==> config.mk <==
export PLATFORM = sky130hd
export DESIGN_NAME = cal_ram
export DESIGN_NICKNAME = d
export VERILOG_FILES = /design/src/rtl/core/cal_ram.sv
export SDC_FILE = /design/constraint.sdc
export NUM_CORES = 1
export LEC_CHECK = 0
export ABC_AREA = 1
export BUFFER_PORTS_ARGS = -buffer_cell sky130_fd_sc_hd__buf_2
export CAP_MARGIN = 20
export CELL_PAD_IN_SITES_DETAIL_PLACEMENT = 1
export CELL_PAD_IN_SITES_GLOBAL_PLACEMENT = 1
export CORE_AREA = 2 2 184 222
export DETAILED_ROUTE_END_ITERATION = 6
export DIE_AREA = 0 0 186 224
export HOLD_SLACK_MARGIN = 0.1
export MAX_ROUTING_LAYER = met4
export PLACE_DENSITY_LB_ADDON = 0.1
export SLEW_MARGIN = 20
export SYNTH_ARGS = -nofsm -noshare
export SYNTH_HDL_FRONTEND = slang
export SYNTH_SLANG_ARGS = --single-unit
==> constraint.sdc <==
create_clock -name i_clk -period 5.5 [get_ports i_clk]
set_clock_uncertainty 0.2 [all_clocks]
set_input_delay 1.1 -clock i_clk [delete_from_list [all_inputs] [get_ports i_clk]]
set_output_delay 1.1 -clock i_clk [all_outputs]
set_load 0.05 [all_outputs]
==> src/rtl/core/cal_ram.sv <==
`timescale 1ns / 1ps
`default_nettype none
// ----------------------------------------------------------------------------
// cal_ram
// Simple dual-port synchronous RAM with a registered read port.
// ----------------------------------------------------------------------------
module cal_ram #(
    parameter int unsigned DEPTH = 64,
    parameter int unsigned WIDTH = 8,
    parameter int unsigned AW    = 6
) (
    input  wire logic             i_clk,
    input  wire logic             i_we,
    input  wire logic [AW-1:0]    i_waddr,
    input  wire logic [WIDTH-1:0] i_wdata,
    input  wire logic             i_re,
    input  wire logic [AW-1:0]    i_raddr,
    output logic      [WIDTH-1:0] o_rdata
);

    logic [WIDTH-1:0] r_mem [DEPTH];
    logic [WIDTH-1:0] r_rdata;

    always_ff @(posedge i_clk) begin
        if (i_we) begin
            r_mem[i_waddr] <= i_wdata;
        end
    end

    always_ff @(posedge i_clk) begin
        if (i_re) begin
            r_rdata <= r_mem[i_raddr];
        end
    end

    assign o_rdata = r_rdata;

endmodule
`default_nettype wire

==> run summary <==
outcome = completed
CTS sink cnt = 520
Pleak = 8.33 nW
Clock Tree Root = clkbuf_16
core region area = 39500 um^2
drt pass-1 iters = 5
Yosys reg bits = 520
mean post-synth cell area = 11.9 um^2
period utilization = 0.632
Switching Fraction = 0.225
Reg2Reg Capture Point = o_rdata[4]
Worst Setup SP = i_raddr[0]
sequential power share = 0.529
critical path arrival = 3720 ps
fill count = 4031
worst r2r src = r_mem[2][4]
Worst EP required = 5740 ps
initial DRC count = 1176
number of global-route vias before repair = 14400
Cell Rows = 80
CP Launch Type = primary input
H-tree depth = 2
Ys Warns = 0
DRC viols = 0
Psw = 1.88 mW
Post-Synthesis Cells = 1805
share of cells above drive strength 1 = 0.0695
crit-path max FO = 115
routability congestion estimate = 0.820
clock share of power = 0.407
Layout Nets = 1826
Synthesized Nets = 1828
commonest cells after routing, fill and taps aside = nand2_1, edfxtp_1, nand3_1
# IOs = 31
final hold viol count = 0
Final min period = 3480 ps
R2R setup slack = 3710 ps
VDD IR-drop max = 0.000304 V
final setup fails = 0
Hold Path Class = primary input to register
Layout Area Growth over Synthesis = 8.83%
# placed instances = 2284
pre-CTS setup slack = 1500 ps
crit path capture = o_rdata[5]
Fin Setup TNS = 0 ps
pwr dens = 357 nW/um^2
via count = 13900
Design Area, Final = 23300 um^2
Buffers on Ports = 30
Layout Cells excl Fill = 2375
global-route wire length before repair = 88400 um
fmax = 0.288 GHz
Finished Core Util = 0.590
clock latency reported for the late side of the worst-skew pair = 580 ps
Die W = 186 um
Worst setup EP type = register
MaxCap Viol Count = 0
Logic pwr share = 0.064
Yosys cell types = 15
die area = 41700 um^2
deepest clock path buffer count = 3
pin count of the biggest net entering global routing = 129
diodes inserted = 0
critical path class = primary input to register
DR WL/cell = 24.6 um
CTS tree = yes
placed cell area = 21700 um^2
Hold Buf Count CTS = 0
Hold WS = 723 ps
PnR worst setup slack = 2020 ps
sequential fraction of the synthesis area = 0.729
dpl hpwl = 33200 um
Power Internal = 6.45 mW
via-per-instance ratio = 5.87
Synth Cell Area = 21400 um^2
Total Wirelength = 58500 um
Reg2Reg Depth = 8
Worst-path clk slew = 70 ps
Antenna Violating Nets Remaining = 0
initial antenna violation count = 2
die height = 224 um
commonest non-fill, non-tap cell in the layout = nand2_1
post-CTS setup buffer count = 0
clock buffer count from CTS = 50
worst-margin pin slew = 969 ps
total track usage = 0.298
grt ovf = 0
Pwr Total = 8.33 mW
Post-CTS Resized = 0
Slew HR = 0.354
initial core utilization = 0.542
RSZ-0062 raised after global routing = false
Final Max Tran Viols = 0
## cell type report
type	count	area, um^2	share of cell area
Clock buffer	64	1370	0.0587
Clock inverter	27	225	0.00966
Inverter	12	52.6	0.00225
Multi-Input combinational cell	1160	4950	0.212
Sequential cell	520	15600	0.670
Tap cell	533	667	0.0286
Timing Repair Buffer	59	437	0.0187
## metal layers
layer	up-vias	part of all wire	GRT usage
met1	7044	0.40	0.375
li1	6359	-	-
met2	417	0.51	0.503
met4	0	0.034	0.0996
met5	-	0	-
met3	122	0.048	0.0350
## how the worst min path moves through the flow
stage                            start    endpoint  cells after the start  slack [ps]
after global placement    r_mem[28][3]  o_rdata[3]                      8         690
after global routing              i_re  o_rdata[5]                      1         710
after floorplan           r_mem[52][0]  o_rdata[0]                      8         600
final                             i_re  o_rdata[5]                      1         720
after CTS                         i_re  o_rdata[0]                      1         700
after detailed placement   r_mem[8][3]  o_rdata[3]                      8         710
## cell families after synthesis
family | share of synthesized area
buf+inv | 0.0401
flops | 0.729
simple gates | 0.231
## sequential cells by signal (all words and copies together) (netlist names)
signal and cells:
o_rdata 8, r_mem 512
## Yosys cell counts (all sizes together)
cell type | number | area (um^2)
buf | 98 | 752
clkbuf | 15 | 56.3
edfxtp | 520 | 15600
inv | 12 | 50.1
nand2 | 648 | 2430
nand3 | 439 | 2200
nand4 | 9 | 56.3
nor2 | 56 | 210
nor4 | 8 | 50.1
## power groups by stage
stage	sequential (mW)	clock (mW)	combinational, mW
6_report	4.41	3.39	0.530
5_1_grt	4.41	3.56	0.578
4_1_cts	4.41	3.42	0.533
3_5_place_dp	4.49	0	0.529
3_3_place_gp	4.49	0	0.513
2_1_floorplan	4.51	0	0.308
## worst max-delay path, stage by stage
cell and delay (ps):
clkbuf_8 320, inv_6 750, buf_4 450, nand2_1 100
nand3_1 90, nand3_1 140, nand2_1 140, nand2_1 80
nand3_1 120, nand3_1 190, nand2_1 110
No activity file was read; power rests on OpenSTA's default activity.
