File: src/rtl/core/cal_pkg.sv
`timescale 1ns / 1ps
`default_nettype none
// ----------------------------------------------------------------------------
// cal_pkg
// Shared types, constants and helpers for the connection admission limiter.
// ----------------------------------------------------------------------------
package cal_pkg;

    localparam int unsigned TENANTS_DEF = 64;
    localparam int unsigned USERS_DEF   = 1024;

    localparam int unsigned WINDOW_W = 36;
    localparam int unsigned TIME_W   = 48;
    localparam int unsigned LIMIT_W  = 20;
    localparam int unsigned TCOUNT_W = 21;
    localparam int unsigned UCOUNT_W = 20;

    localparam logic [WINDOW_W-1:0] WINDOW_RESET = 36'd3600000000;
    localparam logic [TCOUNT_W-1:0] TCOUNT_MAX   = '1;
    localparam logic [UCOUNT_W-1:0] UCOUNT_MAX   = '1;

    typedef enum logic [2:0] {
        ADM_GRANTED    = 3'd0,
        ADM_HELD       = 3'd1,
        ADM_SKIPPED    = 3'd2,
        ADM_TENANT     = 3'd3,
        ADM_HOURLY     = 3'd4,
        ADM_CONCURRENT = 3'd5,
        ADM_RELEASED   = 3'd6,
        ADM_NOTHING    = 3'd7
    } t_status;

    typedef enum logic [1:0] {
        S_CLEAR,
        S_IDLE,
        S_EXEC
    } t_state;

    typedef struct packed {
        logic                kind;
        logic [5:0]          tenant_index;
        logic [9:0]          user_index;
        logic                is_super;
        logic                mysql_mode;
        logic                session_holds;
        logic [LIMIT_W-1:0]  hourly_limit;
        logic [LIMIT_W-1:0]  user_limit;
        logic [LIMIT_W-1:0]  tenant_limit;
        logic [TIME_W-1:0]   now_us;
    } t_req;

    typedef struct packed {
        t_status             status;
        logic                holds_after;
        logic [TCOUNT_W-1:0] tenant_connections;
    } t_rsp;

    typedef struct packed {
        logic                valid;
        logic [TCOUNT_W-1:0] count;
    } t_tenant_entry;

    typedef struct packed {
        logic                valid;
        logic [UCOUNT_W-1:0] current;
        logic [UCOUNT_W-1:0] history;
        logic [TIME_W-1:0]   window_start;
    } t_user_entry;

    typedef struct packed {
        t_tenant_entry tenant;
        t_user_entry   user;
        t_rsp          rsp;
    } t_decision;

    // Remainder of a narrow index by a constant table depth, done as a
    // restoring compare-and-subtract; steps with an oversized shifted divisor
    // fold away at elaboration.
    function automatic logic [15:0] f_reduce(input logic [15:0] value,
                                             input int unsigned divisor);
        logic [31:0] rem;
        logic [31:0] step;
        rem = {16'b0, value};
        for (int k = 15; k >= 0; k--) begin
            step = 32'(divisor) << k;
            if (rem >= step) begin
                rem = rem - step;
            end
        end
        return rem[15:0];
    endfunction

endpackage
`default_nettype wire

File: src/rtl/core/cal_admit.sv
`timescale 1ns / 1ps
`default_nettype none
// ----------------------------------------------------------------------------
// cal_admit
// Admission decision: takes one request and the tenant and user entries read
// for it, and forms the entries to write back and the response word.
// ----------------------------------------------------------------------------
module cal_admit
    import cal_pkg::*;
(
    input  wire t_req                 i_req,
    input  wire t_tenant_entry        i_tenant,
    input  wire t_user_entry          i_user,
    input  wire logic [WINDOW_W-1:0]  i_window,
    output t_decision                 o_dec
);

    logic [TCOUNT_W-1:0] w_tlimit;
    logic [TIME_W-1:0]   w_age;
    logic                w_expired;
    logic                w_hourly_on;
    logic                w_ulimit_on;

    assign w_tlimit    = {1'b0, i_req.tenant_limit};
    assign w_hourly_on = (i_req.hourly_limit != '0);
    assign w_ulimit_on = (i_req.user_limit != '0);
    assign w_age       = i_req.now_us - i_user.window_start;
    assign w_expired   = w_hourly_on && (i_req.now_us > i_user.window_start) &&
                         (w_age > {{(TIME_W-WINDOW_W){1'b0}}, i_window});

    always_comb begin
        t_tenant_entry tn;
        t_user_entry   us;
        t_status       st;
        logic          hold;
        logic          tok;
        t_status       ures;

        tn   = i_tenant;
        us   = i_user;
        st   = ADM_GRANTED;
        hold = 1'b0;
        tok  = 1'b1;
        ures = ADM_GRANTED;

        if (!i_req.kind) begin
            if (i_req.session_holds) begin
                st   = ADM_HELD;
                hold = 1'b1;
            end else if (!i_req.mysql_mode) begin
                st = ADM_SKIPPED;
            end else begin
                // Tenant stage; a super user may take one slot past the limit.
                if (!i_tenant.valid) begin
                    tn.valid = 1'b1;
                    tn.count = TCOUNT_W'(1);
                end else if ((i_tenant.count < w_tlimit) ||
                             ((i_tenant.count == w_tlimit) && i_req.is_super)) begin
                    if (i_tenant.count != TCOUNT_MAX) begin
                        tn.count = i_tenant.count + TCOUNT_W'(1);
                    end
                end else begin
                    tok = 1'b0;
                end

                if (!tok) begin
                    st = ADM_TENANT;
                end else if (!w_hourly_on && !w_ulimit_on) begin
                    st   = ADM_GRANTED;
                    hold = 1'b1;
                end else begin
                    // User stage.
                    if (!i_user.valid) begin
                        us.valid        = 1'b1;
                        us.current      = UCOUNT_W'(w_ulimit_on);
                        us.history      = UCOUNT_W'(w_hourly_on);
                        us.window_start = w_hourly_on ? i_req.now_us : '0;
                    end else begin
                        if (w_expired) begin
                            us.window_start = i_req.now_us;
                            us.history      = '0;
                        end else if (w_hourly_on &&
                                     (i_user.history >= i_req.hourly_limit)) begin
                            ures = ADM_HOURLY;
                        end
                        if ((ures == ADM_GRANTED) && w_ulimit_on &&
                            (i_user.current >= i_req.user_limit)) begin
                            ures = ADM_CONCURRENT;
                        end
                        if (ures == ADM_GRANTED) begin
                            if (w_hourly_on && (us.history != UCOUNT_MAX)) begin
                                us.history = us.history + UCOUNT_W'(1);
                            end
                            if (w_ulimit_on && (us.current != UCOUNT_MAX)) begin
                                us.current = us.current + UCOUNT_W'(1);
                            end
                        end
                    end

                    if (ures != ADM_GRANTED) begin
                        // The user check failed, so the tenant slot goes back.
                        if (tn.count != '0) begin
                            tn.count = tn.count - TCOUNT_W'(1);
                        end
                        st = ures;
                    end else begin
                        st   = ADM_GRANTED;
                        hold = 1'b1;
                    end
                end
            end
        end else begin
            if (!i_req.session_holds) begin
                st = ADM_NOTHING;
            end else if (!i_req.mysql_mode) begin
                st   = ADM_SKIPPED;
                hold = 1'b1;
            end else begin
                if (i_tenant.valid && (i_tenant.count != '0)) begin
                    tn.count = i_tenant.count - TCOUNT_W'(1);
                end
                if (w_ulimit_on && i_user.valid && (i_user.current != '0)) begin
                    us.current = i_user.current - UCOUNT_W'(1);
                end
                st = ADM_RELEASED;
            end
        end

        o_dec.tenant                 = tn;
        o_dec.user                   = us;
        o_dec.rsp.status             = st;
        o_dec.rsp.holds_after        = hold;
        o_dec.rsp.tenant_connections = tn.valid ? tn.count : '0;
    end

endmodule
`default_nettype wire

File: config.mk
export PLATFORM = sky130hd
export DESIGN_NAME = cal_admit
export DESIGN_NICKNAME = d
export VERILOG_FILES = /design/src/rtl/core/cal_pkg.sv /design/src/rtl/core/cal_admit.sv
export SDC_FILE = /design/constraint.sdc
export NUM_CORES = 1
export LEC_CHECK = 0
export CORE_AREA = 2 2 159 161
export DETAILED_ROUTE_END_ITERATION = 12
export DIE_AREA = 0 0 161 163
export DONT_BUFFER_PORTS = 1
export PLACE_DENSITY = 0.56
export SYNTH_ARGS = -nofsm -noshare
export SYNTH_HDL_FRONTEND = slang
export SYNTH_SLANG_ARGS = --single-unit
File: constraint.sdc
create_clock -name vclk -period 10.56
set_input_delay 1.056 -clock vclk [all_inputs]
set_output_delay 1.056 -clock vclk [all_outputs]
set_load 0.01 [all_outputs]
==> results of run 1 <==
-- where the power goes --
group          switching (mW)  internal (mW)
Combinational           0.327          0.203
Sequential                  0              0
Clock                       0   0.0000000129
Total                   0.327          0.203
-- cell usage in the layout (no fill, tap or decap), types with 5 or more instances in the layout --
master     netlist  layout
a211o_1          6       6
a211oi_1         7       7
a21o_1          44      43
a21oi_1        112     112
a221oi_1         5       5
a22oi_1         23      23
a311oi_1         5       5
a31oi_1         16      16
and2_1          16      16
and3_1          37      37
and4_1          10      10
buf_4            0      15
ha_1           153     153
inv_1          160     160
mux2i_1         13      13
nand2_1        255     254
nand2b_1        18      18
nand3_1         61      61
nand4_1         51      51
nand4b_1         8       8
nor2_1         101     101
nor2b_1         13      13
nor3_1          43      43
nor4_1          35      35
nor4b_1         12      12
o2111ai_1        6       6
o211a_1          5       5
o211ai_1        13      13
o21a_1          10      10
o21ai_0        127     127
o21ai_1         31      30
o21bai_1         7       7
o22ai_1         15      15
o31ai_1         18      18
or2_2            7       7
or3_1           15      15
or4_1            9       9
xnor2_1         49      49
xor2_1          48      48
-- area by class of cell --
type	instances	area share, %
well taps	330	3.76
repair buffers	15	1.03
inverters	161	5.51
diodes	1	0.0228
multi-input cells	1488	89.7
-- worst paths after layout --
kind,cells after the start,slack (ns),to
max,29,0.89,o_dec[90]
min,1,2.19,o_dec[21]
-- cell usage after synthesis, types with 18 or more instances --
master,n,area [um^2]
nand3_1,61,305
inv_1,160,601
a21oi_1,112,561
nor3_1,43,215
ha_1,153,1910
a22oi_1,23,173
nand4_1,51,319
xnor2_1,49,429
o21ai_0,127,636
o31ai_1,18,135
and3_1,37,231
clkbuf_1,69,259
nand2_1,255,957
nor2_1,101,379
o21ai_1,31,155
nand2b_1,18,113
nor4_1,35,219
xor2_1,48,420
a21o_1,44,330
-- logic make-up after synthesis --
logic type / synth area share [%]
AO/OA/AOI/OAI: 30.2
adder cells (fa/ha/maj): 17.9
AND/OR/NAND/NOR: 33.5
buffers and inverters: 8.92
multiplexers: 1.41
XOR/XNOR: 8.03
-- routing by layer --
layer / global-route usage, % / vias to the layer above / part of all wire (%) / wire [um]
met4: 11.0 / 0 / 4.0 / 1600
met3: 4.71 / 101 / 7.1 / 2810
met2: 49.6 / 526 / 48 / 18900
li1: - / 6204 / - / -
met1: 34.1 / 5763 / 41 / 16400
met5: 0 / - / 0 / 0
-- per-stage QoR --
stage	power, mW	utilization [%]	instance area, um^2	std cells
after floorplan	0.426	-	10800	1737
after global placement	0.519	44.4	11000	1994
after detailed placement	0.525	44.4	11000	1994
after CTS	0.528	44.4	11000	1994
after global routing	0.598	44.4	11000	1994
final	0.531	44.4	11000	1995
==> results.ini, run 1 <==
[floorplan]
die_h_um = 163
dieWidth_um = 161
design.die.area_mm2 = 0.0262
initial_utilization_pct = 43.7
rows = 58
coreArea_mm2 = 0.0247
boundaryPins = 411

[drt]
wl_per_cell_um = 19.9
drc_errors = 0
first_pass_iters = 5
wl_um = 39800
ant_nets = 0
viasPerCell = 6.31
detailroute.via_count = 12600
drt_iter0_drc = 745

[sta]
fin_crit_sh_pct = 91.6
tightest_slew_ns = 1.05
setup_viol = 0
setup_ws_ns = 0.889
rsz0062_at_grt = false
post-route-min-period_ns = 9.67
timing.slew.headroom_pct = 29.2
drv_slew = 0
finalHoldViolations = 0
setup_tns_ns = 0
hold_ws_ns = 2.19
fmax_ghz = 0.103

[power_and_ir_drop]
p_leak_nw = 5.14
ir_drop_mv = 0.0164
p_per_area_mw_per_mm2 = 48.4

[setup_path]
crit_required_ns = 9.50
slowest_stage = a2111oi_0
cp_top_family = compound AO/OA/AOI/OAI gates
cp-start-kind = input port
critPathMaxStageDelay_ns = 0.74
cp_common_cell = o21ai_0
endpoint_kind = primary output
cp_data_arrival_time_ns = 8.61
startpoint = i_user[4]
crit_type = input port to primary output
crit_buf_inv = 2
critical_path.max_fanout = 10

[yosys]
syn_inst = 1737
yosys_warnings = 0
netlist_area_mm2 = 0.0108
syn_nets = 2166
syn_avg_cell_area_um2 = 6.21
synth.distinct_cells = 90
yosysSeqAreaShare_pct = 0

[global_routing]
grt_pass1_vias = 11700
grt.total_usage_pct = 28.1
antenna_found_initial = 0
grt_max_degree = 69
gr-total-overflow = 0
grt_pass1_wl_um = 61000

[clock_network]
cts_hold_buf = 0
cts_resized = 0
cts_setup_buffers = 0

[place]
pre_cts_slack_ns = 1.03
gp_congestion = 0.937
hpwl_um = 33200
portBuffers = 0

[final_layout]
n_clock_buffer = 0
final_nets = 2095
multi_input_area_mm2 = 0.00983
areaGrowthSynthToFinish_pct = 1.65
layout-drive-gt1-share_pct = 2.88
n_sequential_cell = 0
regArea_um2 = 0
fillCellCount = 2681

[outcome]
status = finished, final reports clean

[worst_hold_path]
hold_start = i_req[109]
hold_class = input port to primary output

[job]
drv_cap = 0

No activity file was read; power rests on OpenSTA's default activity.
==> inputs of run 2 (changes only) <==
--- a/config.mk
+++ b/config.mk
@@ -5,11 +5,11 @@
 export SDC_FILE = /design/constraint.sdc
 export NUM_CORES = 1
 export LEC_CHECK = 0
-export CORE_AREA = 2 2 159 161
+export ABC_AREA = 1
+export CORE_UTILIZATION = 50
 export DETAILED_ROUTE_END_ITERATION = 12
-export DIE_AREA = 0 0 161 163
 export DONT_BUFFER_PORTS = 1
-export PLACE_DENSITY = 0.56
+export PLACE_DENSITY = 0.62
 export SYNTH_ARGS = -nofsm -noshare
 export SYNTH_HDL_FRONTEND = slang
 export SYNTH_SLANG_ARGS = --single-unit
==> run 2 against run 1 <==
  * Critical path depth up 7
  * Non-clock buffer count down 9
  * Sequential cell count unchanged
  * Global-route usage up 4.7 points
  * Sequential share of layout area unchanged
  * Design area up 17%
  * Wire length up 12%
  * Via count up 22%
  * Total power up 14%
  * Cell count up 39%
  * Largest cell class unchanged
  * Count of clock-buffer cells in the layout unchanged
==> results.ini, run 2 <==
[sta]
fin_crit_sh_pct = 74.7  ; -17 points
fmax_ghz = 0.127  ; +23%
hold_ws_ns = 2.20  ; +0.0114 ns
setup_tns_ns = 0  ; unchanged
tightest_slew_ns = 0.926  ; -0.126 ns
finalHoldViolations = 0  ; unchanged
timing.slew.headroom_pct = 38.0  ; +8.8 points
drv_slew = 0  ; unchanged
rsz0062_at_grt = false
post-route-min-period_ns = 7.88  ; -1.79 ns
setup_viol = 0  ; unchanged

[setup_path]
critical_path.max_fanout = 26  ; +16
path_depth = 36  ; +24%
slowest_stage = o21ai_0
cp_common_cell = nand2_1
cp_top_family = simple AND/OR/NAND/NOR gates
cp_data_arrival_time_ns = 6.83  ; -1.78 ns
endpoint_kind = primary output
crit_type = input port to primary output
cp-start-kind = input port
crit_required_ns = 9.50  ; about the same
critPathMaxStageDelay_ns = 0.40  ; -0.34 ns
crit_buf_inv = 6  ; +4

[yosys]
netlist_top_cells_area = nand2_1 (20%), ha_1 (15%), inv_1 (15%)
yosysTopAreaCellShare_pct = 20.3  ; +2.6 points
yosys_warnings = 0  ; unchanged
synth.distinct_cells = 52  ; -42%
ys_top_cells_by_count = nand2_1 (684), inv_1 (508), nor2_1 (222)
syn_nets = 2935  ; +36%
syn_inst = 2506  ; +44%
syn_avg_cell_area_um2 = 5.04  ; -19%
synth_top_cell_by_area = nand2_1
synth_most_common_cell = nand2_1
yosysSeqAreaShare_pct = 0  ; unchanged
netlist_area_mm2 = 0.0126  ; +17%

[worst_hold_path]
hold_class = input port to primary output
min_path_cells = 1  ; unchanged

[floorplan]
boundaryPins = 411  ; unchanged
coreArea_mm2 = 0.0245  ; -0.57%
die_h_um = 161  ; -1.3%
design.die.area_mm2 = 0.0259  ; -1.3%
dieWidth_um = 161  ; about the same
initial_utilization_pct = 51.5  ; +7.7 points
rows = 57  ; -1.7%

[place]
hpwl_um = 37800  ; +14%
dpl_cell_area_mm2 = 0.0128  ; +17%
gp_congestion = 0.980  ; +4.6%
portBuffers = 0  ; unchanged

[global_routing]
antenna_found_initial = 0  ; unchanged
top_usage_layer = met2
grt_pass1_vias = 14200  ; +21%
grt.total_usage_pct = 32.9  ; +4.7 points
grt_max_degree = 61  ; -12%
grt_pass1_wl_um = 70200  ; +15%
grt_util_met2_pct = 61.0  ; +11 points
use_met1_pct = 39.0  ; +4.9 points
use_met3_pct = 4.24  ; -0.48 points
gr-total-overflow = 0  ; unchanged

[final_layout]
layout_common_cells = nand2_1 (683), inv_1 (508), nor2_1 (222)
final_common_cell = nand2_1
fin_area_mm2 = 0.0128  ; +17%
layout-drive-gt1-share_pct = 3.18  ; +0.30 points
n_clock_buffer = 0  ; unchanged
regArea_um2 = 0  ; unchanged
final_nets = 2882  ; +38%
n_antenna_cell = 0  ; -1
n_sequential_cell = 0  ; unchanged
utilization_pct = 52.2  ; +7.7 points
areaGrowthSynthToFinish_pct = 1.35

[drt]
wl_um = 44600  ; +12%
detailroute.via_count = 15300  ; +22%
ant_nets = 0  ; unchanged
wl_per_cell_um = 16.1  ; -19%
first_pass_iters = 6  ; +1
drc_errors = 0  ; unchanged
drt_iter0_drc = 1006  ; +35%
viasPerCell = 5.52  ; -13%

[power_and_ir_drop]
p_total_uw = 606  ; +14%
p_per_area_mw_per_mm2 = 47.4  ; -2.1%
ir_drop_mv = 0.0215  ; +31%
p_leak_nw = 7.15  ; +39%

[clock_network]
cts_hold_buf = 0  ; unchanged
cts_resized = 0  ; unchanged
cts_setup_buffers = 0  ; unchanged

[job]
drv_cap = 0  ; unchanged

[outcome]
status = finished, final reports clean

==> run 2: changes by cell type in the layout (fill, tap and decap cells not counted), moves of 19 or more <==
cell	before	now
nor2_1	101	222
o21ai_0	127	187
inv_2	0	19
xnor2_1	49	18
nand2_1	254	683
and3_1	37	1
a21oi_1	112	163
nand3_1	61	149
nor2_2	0	22
a21o_1	43	7
inv_1	160	508
==> run 2: worst paths after layout <==
check | from | to
worst max-delay path | i_user[25] | o_dec[84]
worst min-delay path | i_req[108] | o_dec[22]
==> run 2: metrics by stage <==
stage,cells,setup slack [ns]
finish,2775,2.68
global route,2775,2.27
CTS,2775,2.74
detailed placement,2775,2.75
global placement,2775,2.82
floorplan,2506,4.22
==> run 2: metal layers <==
layer	part of all wire [%]	wire, um
met2	49	21900
met1	41	18500
met3	6.3	2800
met4	3.4	1530
met5	0	0
==> run 2: power breakdown <==
group | switching, mW | internal (mW)
Clock | 0 | 0
Combinational | 0.405 | 0.201
Sequential | 0 | 0
Total | 0.405 | 0.201
==> run 2: cells by family (layout without fill, tap and decap cells) <==
group	after synthesis	count (layout)	synth area share (%)
compound gates	441	441	18.8
xor+xnor	74	74	5.13
fa+ha+maj	154	154	15.3
buf+inv	592	537	18.1
simple gates	1245	1245	42.7
==> run 2: cell type report <==
type | instances | area (um^2)
inverters | 531 | 1990
repair buffers | 6 | 45.0
multi-input cells | 1914 | 10400
well taps | 324 | 405
fillers | 2864 | 11700
==> inputs of run 3 (changes only) <==
--- a/config.mk
+++ b/config.mk
@@ -9,7 +9,7 @@
 export CORE_UTILIZATION = 50
 export DETAILED_ROUTE_END_ITERATION = 12
 export DONT_BUFFER_PORTS = 1
-export PLACE_DENSITY = 0.62
+export PLACE_DENSITY = 0.65
 export SYNTH_ARGS = -nofsm -noshare
 export SYNTH_HDL_FRONTEND = slang
 export SYNTH_SLANG_ARGS = --single-unit
==> constraint.sdc (replaced) <==
create_clock -name vclk -period 7.1
set_input_delay 0.71 -clock vclk [all_inputs]
set_output_delay 0.71 -clock vclk [all_outputs]
set_load 0.01 [all_outputs]
==> run 3 against run 2 <==
  * Utilization up 0.20 points
  * Worst setup slack lost 2.2 ns
  * Sequential cell count did not move
==> results.ini, run 3 (synthesis gave the netlist of run 2 again) <==
[outcome]
status = finished, final reports clean

[place]
portBuffers = 0  ; unchanged
hpwl_um = 38400  ; +1.6%
gp_congestion = 0.958  ; -2.3%
pre_cts_slack_ns = 0.575  ; -2.18 ns

[drt]
drc_errors = 0  ; unchanged
drt_iter0_drc = 1077  ; +7.1%
viasPerCell = 5.54  ; +0.39%
wl_per_cell_um = 16.3  ; +1.1%
first_pass_iters = 5  ; -1
detailroute.via_count = 15400  ; +0.57%
ant_nets = 0  ; unchanged
wl_um = 45200  ; +1.3%

[setup_path]
cp_common_cell = nand2_1
cp_top_family = simple AND/OR/NAND/NOR gates
crit_required_ns = 6.39  ; -3.11 ns
crit_type = input port to primary output
endpoint_kind = primary output
cp_data_arrival_time_ns = 5.93  ; -0.90 ns
slowest_stage = a21oi_1
critical_path.max_fanout = 25  ; -3.8%
crit_buf_inv = 5  ; -1
cp-start-kind = input port
critPathMaxStageDelay_ns = 0.38  ; -0.02 ns

[global_routing]
grt_max_degree = 75  ; +23%
grt.total_usage_pct = 33.3  ; +0.40 points
gr-total-overflow = 0  ; unchanged
antenna_found_initial = 0  ; unchanged
grt_pass1_wl_um = 70800  ; +0.83%
grt_pass1_vias = 14200  ; +0.049%

[clock_network]
cts_hold_buf = 0  ; unchanged
cts_setup_buffers = 0  ; unchanged
cts_resized = 0  ; unchanged

[floorplan]
dieWidth_um = 161  ; unchanged
die_h_um = 161  ; unchanged
design.die.area_mm2 = 0.0259  ; unchanged
rows = 57  ; unchanged
initial_utilization_pct = 51.5  ; unchanged
boundaryPins = 411  ; unchanged
coreArea_mm2 = 0.0245  ; unchanged

[sta]
rsz0062_at_grt = false
fin_crit_sh_pct = 93.6
tightest_slew_ns = 0.791  ; -0.136 ns
timing.slew.headroom_pct = 47.2  ; +9.2 points
finalHoldViolations = 0  ; unchanged
setup_viol = 0  ; unchanged
fmax_ghz = 0.150
setup_ws_ns = 0.455  ; -2.22 ns
setup_tns_ns = 0  ; unchanged
drv_slew = 0  ; unchanged
post-route-min-period_ns = 6.64

[final_layout]
final_nets = 2887  ; +0.17%
utilization_pct = 52.4  ; +0.20 points
n_sequential_cell = 0  ; unchanged
layout-drive-gt1-share_pct = 3.38  ; +0.20 points
areaGrowthSynthToFinish_pct = 1.74
n_antenna_cell = 0  ; unchanged
n_clock_buffer = 0  ; unchanged
layout_common_cells = nand2_1 (683), inv_1 (508), nor2_1 (222)
regArea_um2 = 0  ; unchanged
final_common_cell = nand2_1
fillCellCount = 2896  ; +1.1%

[job]
drv_cap = 0  ; unchanged

[worst_hold_path]
hold_class = input port to primary output

[power_and_ir_drop]
p_leak_nw = 7.18  ; +0.39%
ir_drop_mv = 0.0322  ; +50%
p_per_area_mw_per_mm2 = 70.8  ; +49%

## run 3: cell types whose count changed in the layout (fill, tap and decap cells not counted), sizes merged
cell and delta:
buf +5
## run 3: final timing paths
path | startpoint | end | cells past startpoint
setup / recovery | i_user[25] | o_dec[9] | 34
hold / removal | i_req[108] | o_dec[22] | 1
## run 3: final cells by class
type	count	area (um^2)	share of cell area [%]
Tap cell	324	405	3.16
Timing Repair Buffer	11	95.1	0.740
Multi-Input combinational cell	1914	10400	80.6
Inverter	531	1990	15.5
## run 3: per-stage QoR
step                std cells  area, um^2  power (mW)  hold slack, ns
floorplan                2506       12600       0.715            1.50
global placement         2780       12800       0.883            1.50
detailed placement       2780       12800       0.899            1.50
CTS                      2780       12800       0.904            1.50
global route             2780       12800        1.03            1.50
finish                   2780       12800       0.909            1.50
## run 3: layer usage
metal  global-route usage (%)  part of all wire, %  wire [um]  up-vias
met5                        0                    0          0        -
met3                     5.19                  6.4       2900      103
met1                     39.6                   42      18900     6832
li1                         -                    -          -     7913
met4                     14.7                  4.9       2210        0
met2                     58.6                   47      21100      558
## run 3: power breakdown
part	internal, mW	switching, mW
clock	0	0
sequential	0	0
combinational	0.303	0.606
